<file path="config.mk">
export PLATFORM = sky130hd
export DESIGN_NAME = multi_timer_lap_recorder_top_flat
export DESIGN_NICKNAME = d
export VERILOG_FILES = /design/src/hdl/mtlr_pkg.sv /design/src/hdl/mtlr_if.sv /design/src/hdl/mtlr_ctrl.sv /design/src/hdl/mtlr_datapath.sv /design/src/hdl/multi_timer_lap_recorder_top.sv /design/src/flat_wrapper.sv
export SDC_FILE = /design/constraint.sdc
export NUM_CORES = 2
export LEC_CHECK = 0
export BUFFER_PORTS_ARGS = -buffer_cell sky130_fd_sc_hd__buf_2
export CORE_MARGIN = 8
export CORE_UTILIZATION = 57
export DETAILED_ROUTE_END_ITERATION = 12
export PLACE_DENSITY = 0.74
export SLEW_MARGIN = 10
export SYNTH_ARGS = -nofsm -noshare
export SYNTH_HDL_FRONTEND = slang
export SYNTH_SLANG_ARGS = --single-unit
</file>
<file path="constraint.sdc">
create_clock -name clk_i -period 6.57 [get_ports clk_i]
set_clock_uncertainty 0.05 [all_clocks]
set_input_delay 0.3285 -clock clk_i [delete_from_list [all_inputs] [get_ports clk_i]]
set_output_delay 0.3285 -clock clk_i [all_outputs]
set_load 0.01 [all_outputs]
</file>
<file path="src/hdl/mtlr_pkg.sv">
// Package for the multi-timer lap recorder: field widths, command, status and
// result kind codes, configuration register indexes, and controller/datapath structs.
// No dependencies.
package mtlr_pkg;

  // Field widths
  localparam int CMD_W         = 2;
  localparam int TIMER_ID_W    = 8;
  localparam int TIME_W        = 32;
  localparam int KIND_W        = 2;
  localparam int STATUS_W      = 2;
  localparam int LAP_NUM_W     = 4;
  localparam int TIMER_COUNT_W = 3;
  localparam int LAP_LIMIT_W   = 5;
  localparam int CFG_DATA_W    = 5;
  localparam int CFG_IDX_W     = 1;

  // Parameter defaults
  localparam int NUM_TIMERS_DEF = 4;
  localparam int MAX_LAPS_DEF   = 16;

  // Configuration reset values
  localparam logic [TIMER_COUNT_W-1:0] TIMER_COUNT_RST = 3'd3;
  localparam logic [LAP_LIMIT_W-1:0]   LAP_LIMIT_RST   = 5'd10;

  // Configuration register indexes
  localparam logic [CFG_IDX_W-1:0] REG_TIMER_COUNT = 1'b0;
  localparam logic [CFG_IDX_W-1:0] REG_LAP_LIMIT   = 1'b1;

  // Commands
  localparam logic [CMD_W-1:0] CMD_START = 2'd0;
  localparam logic [CMD_W-1:0] CMD_LAP   = 2'd1;
  localparam logic [CMD_W-1:0] CMD_END   = 2'd2;
  localparam logic [CMD_W-1:0] CMD_SHOW  = 2'd3;

  // Result kinds
  localparam logic [KIND_W-1:0] KIND_STATUS  = 2'd0;
  localparam logic [KIND_W-1:0] KIND_ELAPSED = 2'd1;
  localparam logic [KIND_W-1:0] KIND_LAP     = 2'd2;
  localparam logic [KIND_W-1:0] KIND_TOTAL   = 2'd3;

  // Status codes
  localparam logic [STATUS_W-1:0] STS_OK      = 2'd0;
  localparam logic [STATUS_W-1:0] STS_BAD_ID  = 2'd1;
  localparam logic [STATUS_W-1:0] STS_STOPPED = 2'd2;
  localparam logic [STATUS_W-1:0] STS_WRAPPED = 2'd3;

  // Controller to datapath commands
  typedef struct packed {
    logic capture;     // latch the incoming transaction
    logic exec;        // decode, update timer state, maybe emit a status result
    logic k_clr;       // restart the lap read pointer
    logic emit_lap;    // emit the lap at the read pointer and advance it
    logic emit_total;  // emit the total time
  } ctl_cmd_t;

  // Datapath to controller status
  typedef struct packed {
    logic out_free;    // output register can take a result this cycle
    logic exec_emits;  // the command finishes with one status result
    logic single;      // show has exactly one lap stored
    logic last_lap;    // read pointer is at the final stored lap
  } dp_sts_t;

endpackage

</file>
<file path="src/hdl/mtlr_if.sv">
// Valid/ready channel interfaces for commands and results.
// Depends on mtlr_pkg for field widths.
interface mtlr_cmd_if;
  logic                               valid;
  logic                               ready;
  logic [mtlr_pkg::CMD_W-1:0]         cmd;
  logic [mtlr_pkg::TIMER_ID_W-1:0]    timer_id;
  logic [mtlr_pkg::TIME_W-1:0]        now_us;

  modport source (output valid, cmd, timer_id, now_us, input ready);
  modport sink   (input valid, cmd, timer_id, now_us, output ready);
endinterface

interface mtlr_res_if;
  logic                               valid;
  logic                               ready;
  logic [mtlr_pkg::KIND_W-1:0]        kind;
  logic [mtlr_pkg::STATUS_W-1:0]      status;
  logic [mtlr_pkg::LAP_NUM_W-1:0]     lap_number;
  logic [mtlr_pkg::TIME_W-1:0]        duration_us;
  logic                               last;

  modport source (output valid, kind, status, lap_number, duration_us, last, input ready);
  modport sink   (input valid, kind, status, lap_number, duration_us, last, output ready);
endinterface

</file>
<file path="src/hdl/mtlr_ctrl.sv">
// Controller state machine of the lap recorder: sequences capture, execute,
// lap streaming and total emission. Depends on mtlr_pkg.
module mtlr_ctrl (
  input  logic               clk_i,
  input  logic               rst_ni,
  input  logic               in_valid_i,
  output logic               in_ready_o,
  input  mtlr_pkg::dp_sts_t  sts_i,
  output mtlr_pkg::ctl_cmd_t ctl_o
);
  import mtlr_pkg::*;

  localparam logic [2:0] S_IDLE  = 3'd0;
  localparam logic [2:0] S_EXEC  = 3'd1;
  localparam logic [2:0] S_PREP  = 3'd2;
  localparam logic [2:0] S_LAPS  = 3'd3;
  localparam logic [2:0] S_TOTAL = 3'd4;

  logic [2:0] state_q, state_d;

  // Next state and commands
  always_comb begin
    state_d          = state_q;
    ctl_o            = '0;
    in_ready_o       = 1'b0;
    unique case (state_q)
      S_IDLE: begin
        in_ready_o = 1'b1;
        if (in_valid_i) begin
          ctl_o.capture = 1'b1;
          state_d       = S_EXEC;
        end
      end
      S_EXEC: begin
        if (sts_i.out_free) begin
          ctl_o.exec = 1'b1;
          state_d    = sts_i.exec_emits ? S_IDLE : S_PREP;
        end
      end
      S_PREP: begin
        // prep state so the first lap read sees a lap written during execute
        ctl_o.k_clr = 1'b1;
        state_d     = S_LAPS;
      end
      S_LAPS: begin
        if (sts_i.out_free) begin
          ctl_o.emit_lap = 1'b1;
          if (sts_i.single) begin
            state_d = S_IDLE;
          end else if (sts_i.last_lap) begin
            state_d = S_TOTAL;
          end
        end
      end
      S_TOTAL: begin
        if (sts_i.out_free) begin
          ctl_o.emit_total = 1'b1;
          state_d          = S_IDLE;
        end
      end
      default: begin
        state_d = S_IDLE;
      end
    endcase
  end

  // State register
  always_ff @(posedge clk_i or negedge rst_ni) begin
    if (!rst_ni) begin
      state_q <= S_IDLE;
    end else begin
      state_q <= state_d;
    end
  end

endmodule

</file>
<file path="src/hdl/mtlr_datapath.sv">
// Datapath of the lap recorder: configuration registers, per-timer state,
// lap duration memory, lap read pointer and the result register. Depends on mtlr_pkg.
module mtlr_datapath #(
  parameter int NUM_TIMERS = mtlr_pkg::NUM_TIMERS_DEF,
  parameter int MAX_LAPS   = mtlr_pkg::MAX_LAPS_DEF
) (
  input  logic                                clk_i,
  input  logic                                rst_ni,
  input  logic                                cfg_we_i,
  input  logic [mtlr_pkg::CFG_IDX_W-1:0]      cfg_idx_i,
  input  logic [mtlr_pkg::CFG_DATA_W-1:0]     cfg_data_i,
  input  logic [mtlr_pkg::CMD_W-1:0]          cmd_i,
  input  logic [mtlr_pkg::TIMER_ID_W-1:0]     timer_id_i,
  input  logic [mtlr_pkg::TIME_W-1:0]         now_us_i,
  input  mtlr_pkg::ctl_cmd_t                  ctl_i,
  output mtlr_pkg::dp_sts_t                   sts_o,
  input  logic                                out_ready_i,
  output logic                                out_valid_o,
  output logic [mtlr_pkg::KIND_W-1:0]         kind_o,
  output logic [mtlr_pkg::STATUS_W-1:0]       status_o,
  output logic [mtlr_pkg::LAP_NUM_W-1:0]      lap_number_o,
  output logic [mtlr_pkg::TIME_W-1:0]         duration_us_o,
  output logic                                last_o
);
  import mtlr_pkg::*;

  localparam int TidW     = (NUM_TIMERS > 1) ? $clog2(NUM_TIMERS) : 1;
  localparam int LidxW    = (MAX_LAPS > 1) ? $clog2(MAX_LAPS) : 1;
  localparam int LimW     = ($clog2(MAX_LAPS + 1) > LAP_LIMIT_W) ? $clog2(MAX_LAPS + 1)
                                                                 : LAP_LIMIT_W;
  localparam int MemDepth = 1 << (TidW + LidxW);

  // Configuration
  logic [TIMER_COUNT_W-1:0] timer_count_q;
  logic [LAP_LIMIT_W-1:0]   lap_limit_q;

  // Captured transaction
  logic [CMD_W-1:0]      cmd_q;
  logic [TIMER_ID_W-1:0] tid_q;
  logic [TIME_W-1:0]     now_q;

  // Per-timer state
  logic [NUM_TIMERS-1:0] running_q;
  logic [LidxW-1:0]      lidx_q       [NUM_TIMERS];
  logic [TIME_W-1:0]     lap_start_q  [NUM_TIMERS];
  logic [TIME_W-1:0]     start_time_q [NUM_TIMERS];

  // Lap memory and read side
  logic [TIME_W-1:0] mem_q [MemDepth];
  logic [TIME_W-1:0] rdata_q;
  logic [LidxW-1:0]  k_q, k_d;
  logic [LidxW-1:0]  cur_q;

  // Result register
  logic                 ovalid_q;
  logic [KIND_W-1:0]    kind_q;
  logic [STATUS_W-1:0]  status_q;
  logic [LAP_NUM_W-1:0] lapno_q;
  logic [TIME_W-1:0]    dur_q;
  logic                 last_q;

  // Decode signals
  logic [TIMER_ID_W-1:0] tc_ext, nt_ext, cnt;
  logic                  bad;
  logic [TidW-1:0]       id;
  logic                  sel_run;
  logic [LidxW-1:0]      sel_idx, idx_c, idx_new, cur_new;
  logic [TIME_W-1:0]     sel_lstart, sel_start, lap_dur, total_dur;
  logic [LimW-1:0]       lim_ext, eff_lim, idx_inc, k_ext;
  logic                  wrap, show_lap, do_lap, exec_emits;
  logic [STATUS_W-1:0]   lap_sts, exec_sts;
  logic                  load;
  logic [TidW+LidxW-1:0] wr_addr, rd_addr;

  // Resolve the addressed timer against the clamped timer count
  assign tc_ext = TIMER_ID_W'(timer_count_q);
  assign nt_ext = TIMER_ID_W'(NUM_TIMERS);
  assign cnt    = (tc_ext > nt_ext) ? nt_ext : tc_ext;
  assign bad    = (tid_q >= cnt);
  assign id     = tid_q[TidW-1:0];

  assign sel_run    = running_q[id];
  assign sel_idx    = lidx_q[id];
  assign sel_lstart = lap_start_q[id];
  assign sel_start  = start_time_q[id];

  // Clamp the lap limit into 1..MAX_LAPS
  always_comb begin
    lim_ext = LimW'(lap_limit_q);
    if (lim_ext == '0) begin
      eff_lim = LimW'(1);
    end else if (lim_ext > LimW'(MAX_LAPS)) begin
      eff_lim = LimW'(MAX_LAPS);
    end else begin
      eff_lim = lim_ext;
    end
  end

  // Take a lap: next index, wrap and duration
  assign idx_c     = (LimW'(sel_idx) >= LimW'(MAX_LAPS)) ? '0 : sel_idx;
  assign idx_inc   = LimW'(idx_c) + LimW'(1);
  assign wrap      = (idx_inc >= eff_lim);
  assign idx_new   = wrap ? '0 : idx_inc[LidxW-1:0];
  assign lap_dur   = now_q - sel_lstart;
  assign total_dur = now_q - sel_start;
  assign lap_sts   = wrap ? STS_WRAPPED : STS_OK;

  assign show_lap = (cmd_q == CMD_SHOW) && (sel_idx == '0);
  assign cur_new  = show_lap ? idx_new : sel_idx;
  assign do_lap   = !bad && sel_run &&
                    ((cmd_q == CMD_LAP) || (cmd_q == CMD_END) || show_lap);

  assign exec_emits = bad || (cmd_q != CMD_SHOW) || !sel_run || (cur_new == '0);

  // Status of a single-result command
  always_comb begin
    priority if (bad) begin
      exec_sts = STS_BAD_ID;
    end else if (cmd_q == CMD_START) begin
      exec_sts = STS_OK;
    end else if (!sel_run) begin
      exec_sts = STS_STOPPED;
    end else if (cmd_q == CMD_SHOW) begin
      exec_sts = show_lap ? lap_sts : STS_OK;
    end else begin
      exec_sts = lap_sts;
    end
  end

  // Status to the controller
  assign sts_o.out_free   = !ovalid_q || out_ready_i;
  assign sts_o.exec_emits = exec_emits;
  assign sts_o.single     = (cur_q == LidxW'(1));
  assign sts_o.last_lap   = ((LimW'(k_q) + LimW'(1)) == LimW'(cur_q));

  // Configuration writes
  always_ff @(posedge clk_i or negedge rst_ni) begin
    if (!rst_ni) begin
      timer_count_q <= TIMER_COUNT_RST;
      lap_limit_q   <= LAP_LIMIT_RST;
    end else if (cfg_we_i) begin
      if (cfg_idx_i == REG_TIMER_COUNT) begin
        timer_count_q <= cfg_data_i[TIMER_COUNT_W-1:0];
      end else if (cfg_idx_i == REG_LAP_LIMIT) begin
        lap_limit_q <= cfg_data_i[LAP_LIMIT_W-1:0];
      end
    end
  end

  // Hold the accepted transaction
  always_ff @(posedge clk_i) begin
    if (ctl_i.capture) begin
      cmd_q <= cmd_i;
      tid_q <= timer_id_i;
      now_q <= now_us_i;
    end
  end

  // Update timer state on execute
  always_ff @(posedge clk_i or negedge rst_ni) begin
    if (!rst_ni) begin
      running_q <= '0;
      cur_q     <= '0;
      for (int t = 0; t < NUM_TIMERS; t++) begin
        lidx_q[t]       <= '0;
        lap_start_q[t]  <= '0;
        start_time_q[t] <= '0;
      end
    end else if (ctl_i.exec) begin
      cur_q <= cur_new;
      if (!bad) begin
        if (cmd_q == CMD_START) begin
          lap_start_q[id]  <= now_q;
          start_time_q[id] <= now_q;
          lidx_q[id]       <= '0;
          running_q[id]    <= 1'b1;
        end else if (sel_run) begin
          if (do_lap) begin
            lap_start_q[id] <= now_q;
            lidx_q[id]      <= idx_new;
          end
          if (cmd_q == CMD_END) begin
            running_q[id] <= 1'b0;
          end
        end
      end
    end
  end

  // Lap read pointer: the memory reads at the next pointer value
  always_comb begin
    k_d = k_q;
    if (ctl_i.k_clr) begin
      k_d = '0;
    end else if (ctl_i.emit_lap) begin
      k_d = k_q + LidxW'(1);
    end
  end

  always_ff @(posedge clk_i or negedge rst_ni) begin
    if (!rst_ni) begin
      k_q <= '0;
    end else begin
      k_q <= k_d;
    end
  end

  // Lap duration memory, one write and one registered read port
  assign wr_addr = {id, idx_c};
  assign rd_addr = {id, k_d};

  always_ff @(posedge clk_i) begin
    if (ctl_i.exec && do_lap) begin
      mem_q[wr_addr] <= lap_dur;
    end
    rdata_q <= mem_q[rd_addr];
  end

  // Result register
  assign load  = (ctl_i.exec && exec_emits) || ctl_i.emit_lap || ctl_i.emit_total;
  assign k_ext = LimW'(k_q);

  always_ff @(posedge clk_i or negedge rst_ni) begin
    if (!rst_ni) begin
      ovalid_q <= 1'b0;
    end else if (load) begin
      ovalid_q <= 1'b1;
    end else if (out_ready_i) begin
      ovalid_q <= 1'b0;
    end
  end

  always_ff @(posedge clk_i) begin
    if (ctl_i.emit_lap) begin
      kind_q   <= sts_o.single ? KIND_ELAPSED : KIND_LAP;
      status_q <= STS_OK;
      lapno_q  <= sts_o.single ? '0 : k_ext[LAP_NUM_W-1:0];
      dur_q    <= rdata_q;
      last_q   <= sts_o.single;
    end else if (ctl_i.emit_total) begin
      kind_q   <= KIND_TOTAL;
      status_q <= STS_OK;
      lapno_q  <= '0;
      dur_q    <= total_dur;
      last_q   <= 1'b1;
    end else if (ctl_i.exec && exec_emits) begin
      kind_q   <= KIND_STATUS;
      status_q <= exec_sts;
      lapno_q  <= '0;
      dur_q    <= '0;
      last_q   <= 1'b1;
    end
  end

  assign out_valid_o   = ovalid_q;
  assign kind_o        = kind_q;
  assign status_o      = status_q;
  assign lap_number_o  = lapno_q;
  assign duration_us_o = dur_q;
  assign last_o        = last_q;

endmodule

</file>
<file path="src/hdl/multi_timer_lap_recorder_top.sv">
// Sequencing: a start, lap or end transaction is captured on acceptance and executed
// once the result register is free, loading its result; only then is the next one taken.
// Show with one stored lap emits a single elapsed result; with n stored laps (n > 1) it
// passes a prep state, then emits the n laps and the total, stalling while output is full.
// Reset (rst_ni, async low): all timers stopped, lap indexes and times zero,
// timer_count 3, lap_limit 10; lap memory contents are left undefined.
module multi_timer_lap_recorder_top #(
  parameter int NUM_TIMERS = mtlr_pkg::NUM_TIMERS_DEF,
  parameter int MAX_LAPS   = mtlr_pkg::MAX_LAPS_DEF
) (
  input  logic                            clk_i,
  input  logic                            rst_ni,
  input  logic                            cfg_we_i,
  input  logic [mtlr_pkg::CFG_IDX_W-1:0]  cfg_idx_i,
  input  logic [mtlr_pkg::CFG_DATA_W-1:0] cfg_data_i,
  mtlr_cmd_if.sink                        cmd_i,
  mtlr_res_if.source                      res_o
);
  import mtlr_pkg::*;

  ctl_cmd_t ctl;
  dp_sts_t  sts;

  // Sequence each command
  mtlr_ctrl u_ctrl (
    .clk_i      (clk_i),
    .rst_ni     (rst_ni),
    .in_valid_i (cmd_i.valid),
    .in_ready_o (cmd_i.ready),
    .sts_i      (sts),
    .ctl_o      (ctl)
  );

  // Timer state, lap memory and result register
  mtlr_datapath #(
    .NUM_TIMERS (NUM_TIMERS),
    .MAX_LAPS   (MAX_LAPS)
  ) u_datapath (
    .clk_i         (clk_i),
    .rst_ni        (rst_ni),
    .cfg_we_i      (cfg_we_i),
    .cfg_idx_i     (cfg_idx_i),
    .cfg_data_i    (cfg_data_i),
    .cmd_i         (cmd_i.cmd),
    .timer_id_i    (cmd_i.timer_id),
    .now_us_i      (cmd_i.now_us),
    .ctl_i         (ctl),
    .sts_o         (sts),
    .out_ready_i   (res_o.ready),
    .out_valid_o   (res_o.valid),
    .kind_o        (res_o.kind),
    .status_o      (res_o.status),
    .lap_number_o  (res_o.lap_number),
    .duration_us_o (res_o.duration_us),
    .last_o        (res_o.last)
  );

endmodule

</file>
<file path="src/flat_wrapper.sv">
// flat-port wrapper written by rule: the top's interface ports become plain ports
module multi_timer_lap_recorder_top_flat import mtlr_pkg::*;
#(
  parameter int NUM_TIMERS = mtlr_pkg::NUM_TIMERS_DEF,
  parameter int MAX_LAPS   = mtlr_pkg::MAX_LAPS_DEF
)
  (clk_i, rst_ni, cfg_we_i, cfg_idx_i, cfg_data_i, cmd_i_valid, cmd_i_cmd, cmd_i_timer_id, cmd_i_now_us, cmd_i_ready, res_o_valid, res_o_kind, res_o_status, res_o_lap_number, res_o_duration_us, res_o_last, res_o_ready);
  mtlr_cmd_if cmd_i_i ();
  mtlr_res_if res_o_i ();
  input  logic clk_i;
  input  logic rst_ni;
  input  logic cfg_we_i;
  input  logic [mtlr_pkg::CFG_IDX_W-1:0] cfg_idx_i;
  input  logic [mtlr_pkg::CFG_DATA_W-1:0] cfg_data_i;
  input wire logic [$bits(cmd_i_i.valid)-1:0] cmd_i_valid;
  input wire logic [$bits(cmd_i_i.cmd)-1:0] cmd_i_cmd;
  input wire logic [$bits(cmd_i_i.timer_id)-1:0] cmd_i_timer_id;
  input wire logic [$bits(cmd_i_i.now_us)-1:0] cmd_i_now_us;
  output wire logic [$bits(cmd_i_i.ready)-1:0] cmd_i_ready;
  output wire logic [$bits(res_o_i.valid)-1:0] res_o_valid;
  output wire logic [$bits(res_o_i.kind)-1:0] res_o_kind;
  output wire logic [$bits(res_o_i.status)-1:0] res_o_status;
  output wire logic [$bits(res_o_i.lap_number)-1:0] res_o_lap_number;
  output wire logic [$bits(res_o_i.duration_us)-1:0] res_o_duration_us;
  output wire logic [$bits(res_o_i.last)-1:0] res_o_last;
  input wire logic [$bits(res_o_i.ready)-1:0] res_o_ready;
  assign cmd_i_i.valid = cmd_i_valid;
  assign cmd_i_i.cmd = cmd_i_cmd;
  assign cmd_i_i.timer_id = cmd_i_timer_id;
  assign cmd_i_i.now_us = cmd_i_now_us;
  assign cmd_i_ready = cmd_i_i.ready;
  assign res_o_valid = res_o_i.valid;
  assign res_o_kind = res_o_i.kind;
  assign res_o_status = res_o_i.status;
  assign res_o_lap_number = res_o_i.lap_number;
  assign res_o_duration_us = res_o_i.duration_us;
  assign res_o_last = res_o_i.last;
  assign res_o_i.ready = res_o_ready;
  multi_timer_lap_recorder_top #(.NUM_TIMERS(NUM_TIMERS), .MAX_LAPS(MAX_LAPS)) u_core (.clk_i(clk_i), .rst_ni(rst_ni), .cfg_we_i(cfg_we_i), .cfg_idx_i(cfg_idx_i), .cfg_data_i(cfg_data_i), .cmd_i(cmd_i_i), .res_o(res_o_i));
endmodule
</file>
### Word level (Yosys, flattened, before mapping)

Memories as Yosys holds them, arrays and structs flattened. A register that Yosys moved wholly into a read port is not among the register bits.
Cells that the tools add are included.

* register bits: 379
* memory bits (writable): 2048
* input bits: 53
* output and inout port bits: 43
* logic and storage cells: 175
* memories kept: 1

* $add $sub $neg: 5
* magnitude comparators: 8
* equality and inequality tests: 15
* mux-type cells: 76
* bitwise logic cells: 8
* reductions and logical operators: 35

Memory list
* u_core.u_datapath.mem_q: depth 64, bits a word 32, read ports 1, clocked after memory_dff 1, wr ports 1, RTL line mtlr_datapath.sv:49 `logic [TIME_W-1:0] mem_q [MemDepth];`

Operators with widths (number)
* $mux 128: 3
* $bwmux 128: 2
* $mux 32: 8
* $bmux 32 s2: 2
* $demux 32 s2: 1
* $sub 32x32->32: 2
* $mux 4: 14
* $mux 16: 3
* $mux 2: 11
* $mux 3: 7
* $mux 1: 17
* $and 16x16->16: 1
* $bwmux 16: 1
* $not 16->16: 1
* $pmux 3 s5: 1
* $add 4x1->5 const B: 2
* $mux 5: 2
* $bmux 4 s2: 1
* $demux 4 s2: 1
* $ge 8x3->1: 1
* $logic_not 4->1: 2
* $logic_or 1x1->1: 8
* $reduce_and 4->1: 2
* $reduce_bool 2->1: 4
* other kinds (35): 50

### Longest topological paths before layout

* depth after elaboration: 14
* gate-level depth with buffers: 16

### Hierarchy

A second synthesis with hierarchy kept.

* cells, all modules: 7625
* area, all modules: 100700.3 um2

Modules (own cells, without submodules)
* mtlr_datapath: times used 1, cells an instance 7604, area each 100507.6 um2, sequential area each 71949.0 um2
* mtlr_ctrl: times used 1, cells an instance 21, area each 192.7 um2, sequential area each 75.1 um2

### Worst setup path after synthesis

Ideal clock, no wire load.

* path kind: register -> register
* start: reg u_core.u_datapath.tid_q[0]
* end: mem u_core.u_datapath.mem_q[0][24], data pin
* arrival time: 6348 ps
* data required time: 5818 ps
* setup slack: -529 ps
* stages on the path, launching flop included: 15
* path buffers: 3
* clock period less this slack: 7099 ps
* path through: edfxtp_1 -> buf_2 -> buf_1 -> buf_1 -> mux4_2 -> ha_1 -> fa_1 -> nor2b_1 -> o21a_1 -> o21ai_0 -> a21oi_1 -> o211ai_1 -> a21oi_1 -> a21oi_1 -> o21ai_0

* longest elaborated chain between the ends: 5

Ends and longest elaborated chain
* start, declared: RTL line mtlr_datapath.sv:39 `logic [TIMER_ID_W-1:0] tid_q;`
* start signal, assigned: RTL line mtlr_datapath.sv:154 `tid_q <= timer_id_i;`
* $not 2->3 (not written as such): RTL line mtlr_datapath.sv:84 `assign sel_lstart = lap_start_q[id];`
* $bmux 32 s2: RTL line mtlr_datapath.sv:84
* $mux 32 (not written as such) (2 in series): RTL line mtlr_datapath.sv:84
* $sub 32x32->32: RTL line mtlr_datapath.sv:104 `assign lap_dur = now_q - sel_lstart;`
* named net u_core.u_datapath.lap_dur[24]: RTL line mtlr_datapath.sv:68 `logic [TIME_W-1:0] sel_lstart, sel_start, lap_dur, total_dur;`
* end, declared: RTL line mtlr_datapath.sv:49

The timed path passes the listed nets, and every way through them passes these cells. The select of a mux whose other input is x is not followed.

### Worst setup path after layout

* start: reg u_core.u_datapath.tid_q[1]
* end: reg u_core.u_datapath.dur_q[28] (netlist: u_core.u_datapath.duration_us_o[28]), enable pin

* longest elaborated chain between the ends: 12
* elaborated cells on any way between the ends: 20
* those cells by class: add/sub (1); order compare (2); mux (7); bitwise (1); reduce/logical (9)

Ends and longest elaborated chain
* $not 2->3 (not written as such): RTL line mtlr_datapath.sv:83 `assign sel_idx = lidx_q[id];`
* $bmux 4 s2: RTL line mtlr_datapath.sv:83
* $mux 4 (not written as such) (2 in series): RTL line mtlr_datapath.sv:83
* $add 4x1->5: RTL line mtlr_datapath.sv:101 `assign idx_inc = LimW'(idx_c) + LimW'(1);`
* $ge 5x5->1: RTL line mtlr_datapath.sv:102 `assign wrap = (idx_inc >= eff_lim);`
* $mux 4: RTL line mtlr_datapath.sv:103 `assign idx_new = wrap ? '0 : idx_inc[LidxW-1:0];`
* $mux 4: RTL line mtlr_datapath.sv:109 `assign cur_new = show_lap ? idx_new : sel_idx;`
* $logic_not 4->1: RTL line mtlr_datapath.sv:113 `assign exec_emits = bad || (cmd_q != CMD_SHOW) || !sel_run || (cur_new == '0);`
* $logic_or 1x1->1 *: RTL line mtlr_datapath.sv:113
* $logic_and 1x1->1 *: RTL line mtlr_datapath.sv:246 `end else if (ctl_i.exec && exec_emits) begin`
* $reduce_bool 3->1 (no source line) *
* end signal, assigned: RTL line mtlr_datapath.sv:238 `dur_q <= rdata_q;`
* end signal, assigned: RTL line mtlr_datapath.sv:244 `dur_q <= total_dur;`
* end, declared: RTL line mtlr_datapath.sv:59 `logic [TIME_W-1:0] dur_q;`

Mark *: on every way between the ends. The rest lies on a longest branch, timed or not. The select of a mux whose other input is x is not followed.
A chain may end at the register's enable or synchronous reset.

==> key figures <==
Worst setup path
  – R2r setup slk: approximately 0.9 ns
  – Crit-path leading delay family: compound AO/OA/AOI/OAI gates
  – Most numerous cell on the critical path: a21o_1
  – Worst R2R Start: u_core.u_datapath.tid_q[1]$_DFFE_PP_
  – CP max-delay cell: edfxtp_1
  – CP Max Fanout: 39
  – CP required: around 6.8 ns
  – Startpoint class of the critical path: flip-flop
  – Crit. End Element: flip-flop
  – Worst path bufs/invs: 2
  – WS Path Type: reg -> reg
  – Critical path's largest stage delay: roughly 1 ns
  – CP arrival: roughly 5.9 ns
  – Critical path depth: 12
  – Worst reg-to-reg path cell count: 12
  – Capture point of the worst reg-to-reg path: u_core.u_datapath.duration_us_o[28]$_DFFE_PP_
  – Crit path cell chain: buf_12 -> mux4_2 -> inv_1 -> ha_1 -> ha_1 -> a21o_1 -> a21o_1 -> a21o_1 -> a21oi_1 -> a21boi_0 -> o21bai_1 -> nand2_2

Power and ir drop
  – Switching part of the total power: between 30 and 40%
  – Leakage power: approximately 41 nW
  – Switching power: about 14 mW
  – Internal power component: roughly 28 mW
  – Sequential share of power: a little over two fifths
  – Clock group share of total power: 32.4%
  – Power density cells: 371 nW/um2
  – Maximum VDD drop: between 400 and 500 uV
  – Power share of the combinational group: about a quarter

Final layout
  – Utilization after layout: between 60% and 70%
  – Most frequent cells in the layout: edfxtp_1, nand2_1, nand3_1, dfrtp_1, a311oi_1
  – Layout cell share with drive strength beyond 1: around an eighth
  – Nets@finish: 7,930
  – Commonest non-fill, non-tap cell in the layout: edfxtp_1
  – Area grow syn2layout: 11.8%
  – Filler Cell Count: 12,557
  – Finished Layout Cells: 10,362

Drt
  – Drt via density: ~6.4
  – Post-Route WL: between 200,000 and 300,000 um
  – Vias: 66,352
  – Final ANT Viol Nets: 0
  – Router iterations before antenna repair: 7
  – Initial DRC Count: between 9,000 and 10,000
  – Drc violations: 0
  – Wire per inst: roughly 27 um

GRT
  – Initial antenna violation count: 11
  – Vias in the first global route: 63,672
  – Busiest grt layer: met2
  – GRT Residual Overflow: 0
  – First-pass GRT wire length: roughly 410,000 um
  – Largest net degree at the start of global routing: roughly 220
  – GRT Overall Usage: between 20% and 30%
  – Met3 Use GR: under 10%
  – Met1 Resource Use GR: 39.0%
  – Met2 usage: 43.5%

Placed design
  – Pre-CTS WS: ~1.1 ns
  – RD Place Congestion: ~0.93
  – Final HPWL DP: about 160,000 um
  – Placed cells: between 9,000 and 10,000
  – IO buf count: 95

Die
  – Row count: 155
  – Die span in x: between 400 and 500 um
  – Die H: around 440 um
  – Core area: 178,000 um2
  – Area of the die: 192,000 um2
  – I/O pins: 96
  – Initial Utilization: a little under three fifths

Clock network
  – Worst skew pair latency: approximately 0.9 ns
  – Worst-path clk slew: ~0.060 ns
  – TritonCTS clock tree: yes
  – H-tree levels: 4
  – Clock sink total: about 2,500
  – Num CTS Buffers: ~230
  – Root Buffer: clkbuf_16
  – CTS max path bufs: 3

Timing
  – Minimum clock period: between 5 and 6 ns
  – Setup TNS: 0 ns
  – Final setup margin: just over 0.9 ns
  – Final Hold Vio Count: 0
  – Worst slew pin tran: 1.23 ns
  – RSZ-0062 raised after global routing: false
  – Fin. max-slew vios: 0
  – Max-slew headroom: roughly 18%
  – # setup viols final: 0
  – Final period util: 86.0%
  – Max Freq: 0.177 GHz

Synthesis
  – Ys Warns: 0
  – Number of synthesized flops with an enable pin: roughly 2,100
  – Cell Area, Synth: roughly 100,000 um2
  – Dominant cell type by area after synthesis: edfxtp_1
  – Synthesized net count: approximately 7,900
  – Primary FF master, synth: edfxtp_1
  – Syn avg cell area: 13.1 um2
  – Post-synthesis sequential area ratio: a little under three quarters
  – Ranking of synthesized cells by area: edfxtp_1, nand2_1, dfrtp_1
  – Share of the synthesized area in the top cell type: between 60% and 70%
  – Synth cell types: 77
  – FFs w/ async S/R, synth: approximately 12%
  – Cells after Synth: slightly below 8,000
  – Yosys reg bits: between 2,000 and 2,500

Worst hold path
  – Hold WC Path Type: in -> async

Run
  – Max Cap Viol: 0

Status
  – Status: completed
==> registers in the layout, indices dropped and copies added (netlist names), 5 cells and up, named ones only <==
signal                           cells
u_core.u_datapath.mem_q           2048
u_core.u_datapath.lap_start_q      128
u_core.u_datapath.start_time_q     128
u_core.u_datapath.duration_us_o     32
u_core.u_datapath.now_q             32
u_core.u_datapath.rdata_q           32
u_core.u_datapath.lidx_q            16
u_core.u_datapath.tid_q              8
u_core.u_datapath.lap_limit_q        5
==> power by group through the flow <==
| stage | clock network (mW) | registers (mW) | logic [mW] |
|---|---|---|---|
| after CTS | 13.7 | 17.9 | 10.4 |
| after detailed placement | 0 | 18.2 | 10.3 |
| after floorplan | 0 | 18.1 | 6.74 |
| after global placement | 0 | 18.2 | 10.0 |
| final | 13.6 | 17.9 | 10.6 |
| after global routing | 14.3 | 17.9 | 11.3 |
==> Yosys cell counts, drive strengths merged (70+ instances only) <==
| cell | count |
|---|---|
| a211oi | 70 |
| a311oi | 257 |
| a31oi | 138 |
| and3 | 144 |
| buf | 305 |
| clkbuf | 210 |
| dfrtp | 292 |
| edfxtp | 2129 |
| ha | 76 |
| inv | 92 |
| mux2 | 260 |
| nand2 | 2055 |
| nand3 | 1042 |
| nor2 | 113 |
| o21ai | 86 |
==> through the flow <==
stage          hold WS, ns  instance area, um2  power [mW]
2_1_floorplan      -0.0171              102000        24.9
3_3_place_gp         0.408              105000        28.2
3_5_place_dp         0.419              105000        28.5
4_1_cts             0.0672              113000        42.0
5_1_grt              0.108              113000        43.5
6_report            0.0756              114000        42.1
==> cell type report <==
type	count	area (um2)	share of cell area, %
Antenna cell	4	10.0	0.00882
Clock buffer	311	6310	5.56
Clock inverter	127	1480	1.30
Inverter	94	394	0.347
Multi-Input combinational cell	4674	27500	24.3
Sequential cell	2459	72000	63.5
Tap cell	2355	2950	2.60
Timing Repair Buffer	338	2790	2.46
==> how the worst max path moves through the flow <==
stage                                    startpoint  slack [ns]                                            end
3_5_place_dp   u_core.u_datapath.tid_q[1]$_DFFE_PP_        1.10   u_core.u_datapath.duration_us_o[7]$_DFFE_PP_
2_1_floorplan  u_core.u_datapath.tid_q[0]$_DFFE_PP_        0.11       u_core.u_datapath.mem_q[0][28]$_DFFE_PP_
5_1_grt        u_core.u_datapath.tid_q[1]$_DFFE_PP_        0.69      u_core.u_datapath.mem_q[47][29]$_DFFE_PP_
3_3_place_gp   u_core.u_datapath.tid_q[1]$_DFFE_PP_        1.13      u_core.u_datapath.mem_q[39][29]$_DFFE_PP_
6_report       u_core.u_datapath.tid_q[1]$_DFFE_PP_        0.92  u_core.u_datapath.duration_us_o[28]$_DFFE_PP_
4_1_cts        u_core.u_datapath.tid_q[1]$_DFFE_PP_        1.03  u_core.u_datapath.duration_us_o[28]$_DFFE_PP_
==> what timing repair did <==
item / CTS / global route
setup endpoints to repair: 0 / 0
hold endpoints to repair: 185 / 0
buffers inserted: 0 / 0
gates resized for setup: 0 / 0
hold buffers: 57 / 0
==> cells by family after synthesis <==
group,synth area share (%)
simple gates,14.5
buf+inv,2.79
xor+xnor,0.526
mux,4.44
fa+ha+maj,0.976
flops,71.0
compound gates,5.77
==> layer usage <==
| metal | up-vias | part of all wire (%) |
|---|---|---|
| met4 | 4 | 4.4 |
| met3 | 577 | 11 |
| li1 | 28713 | - |
| met2 | 4129 | 46 |
| met1 | 32929 | 38 |
| met5 | - | 0.010 |
No activity file was read; power rests on OpenSTA's default activity.
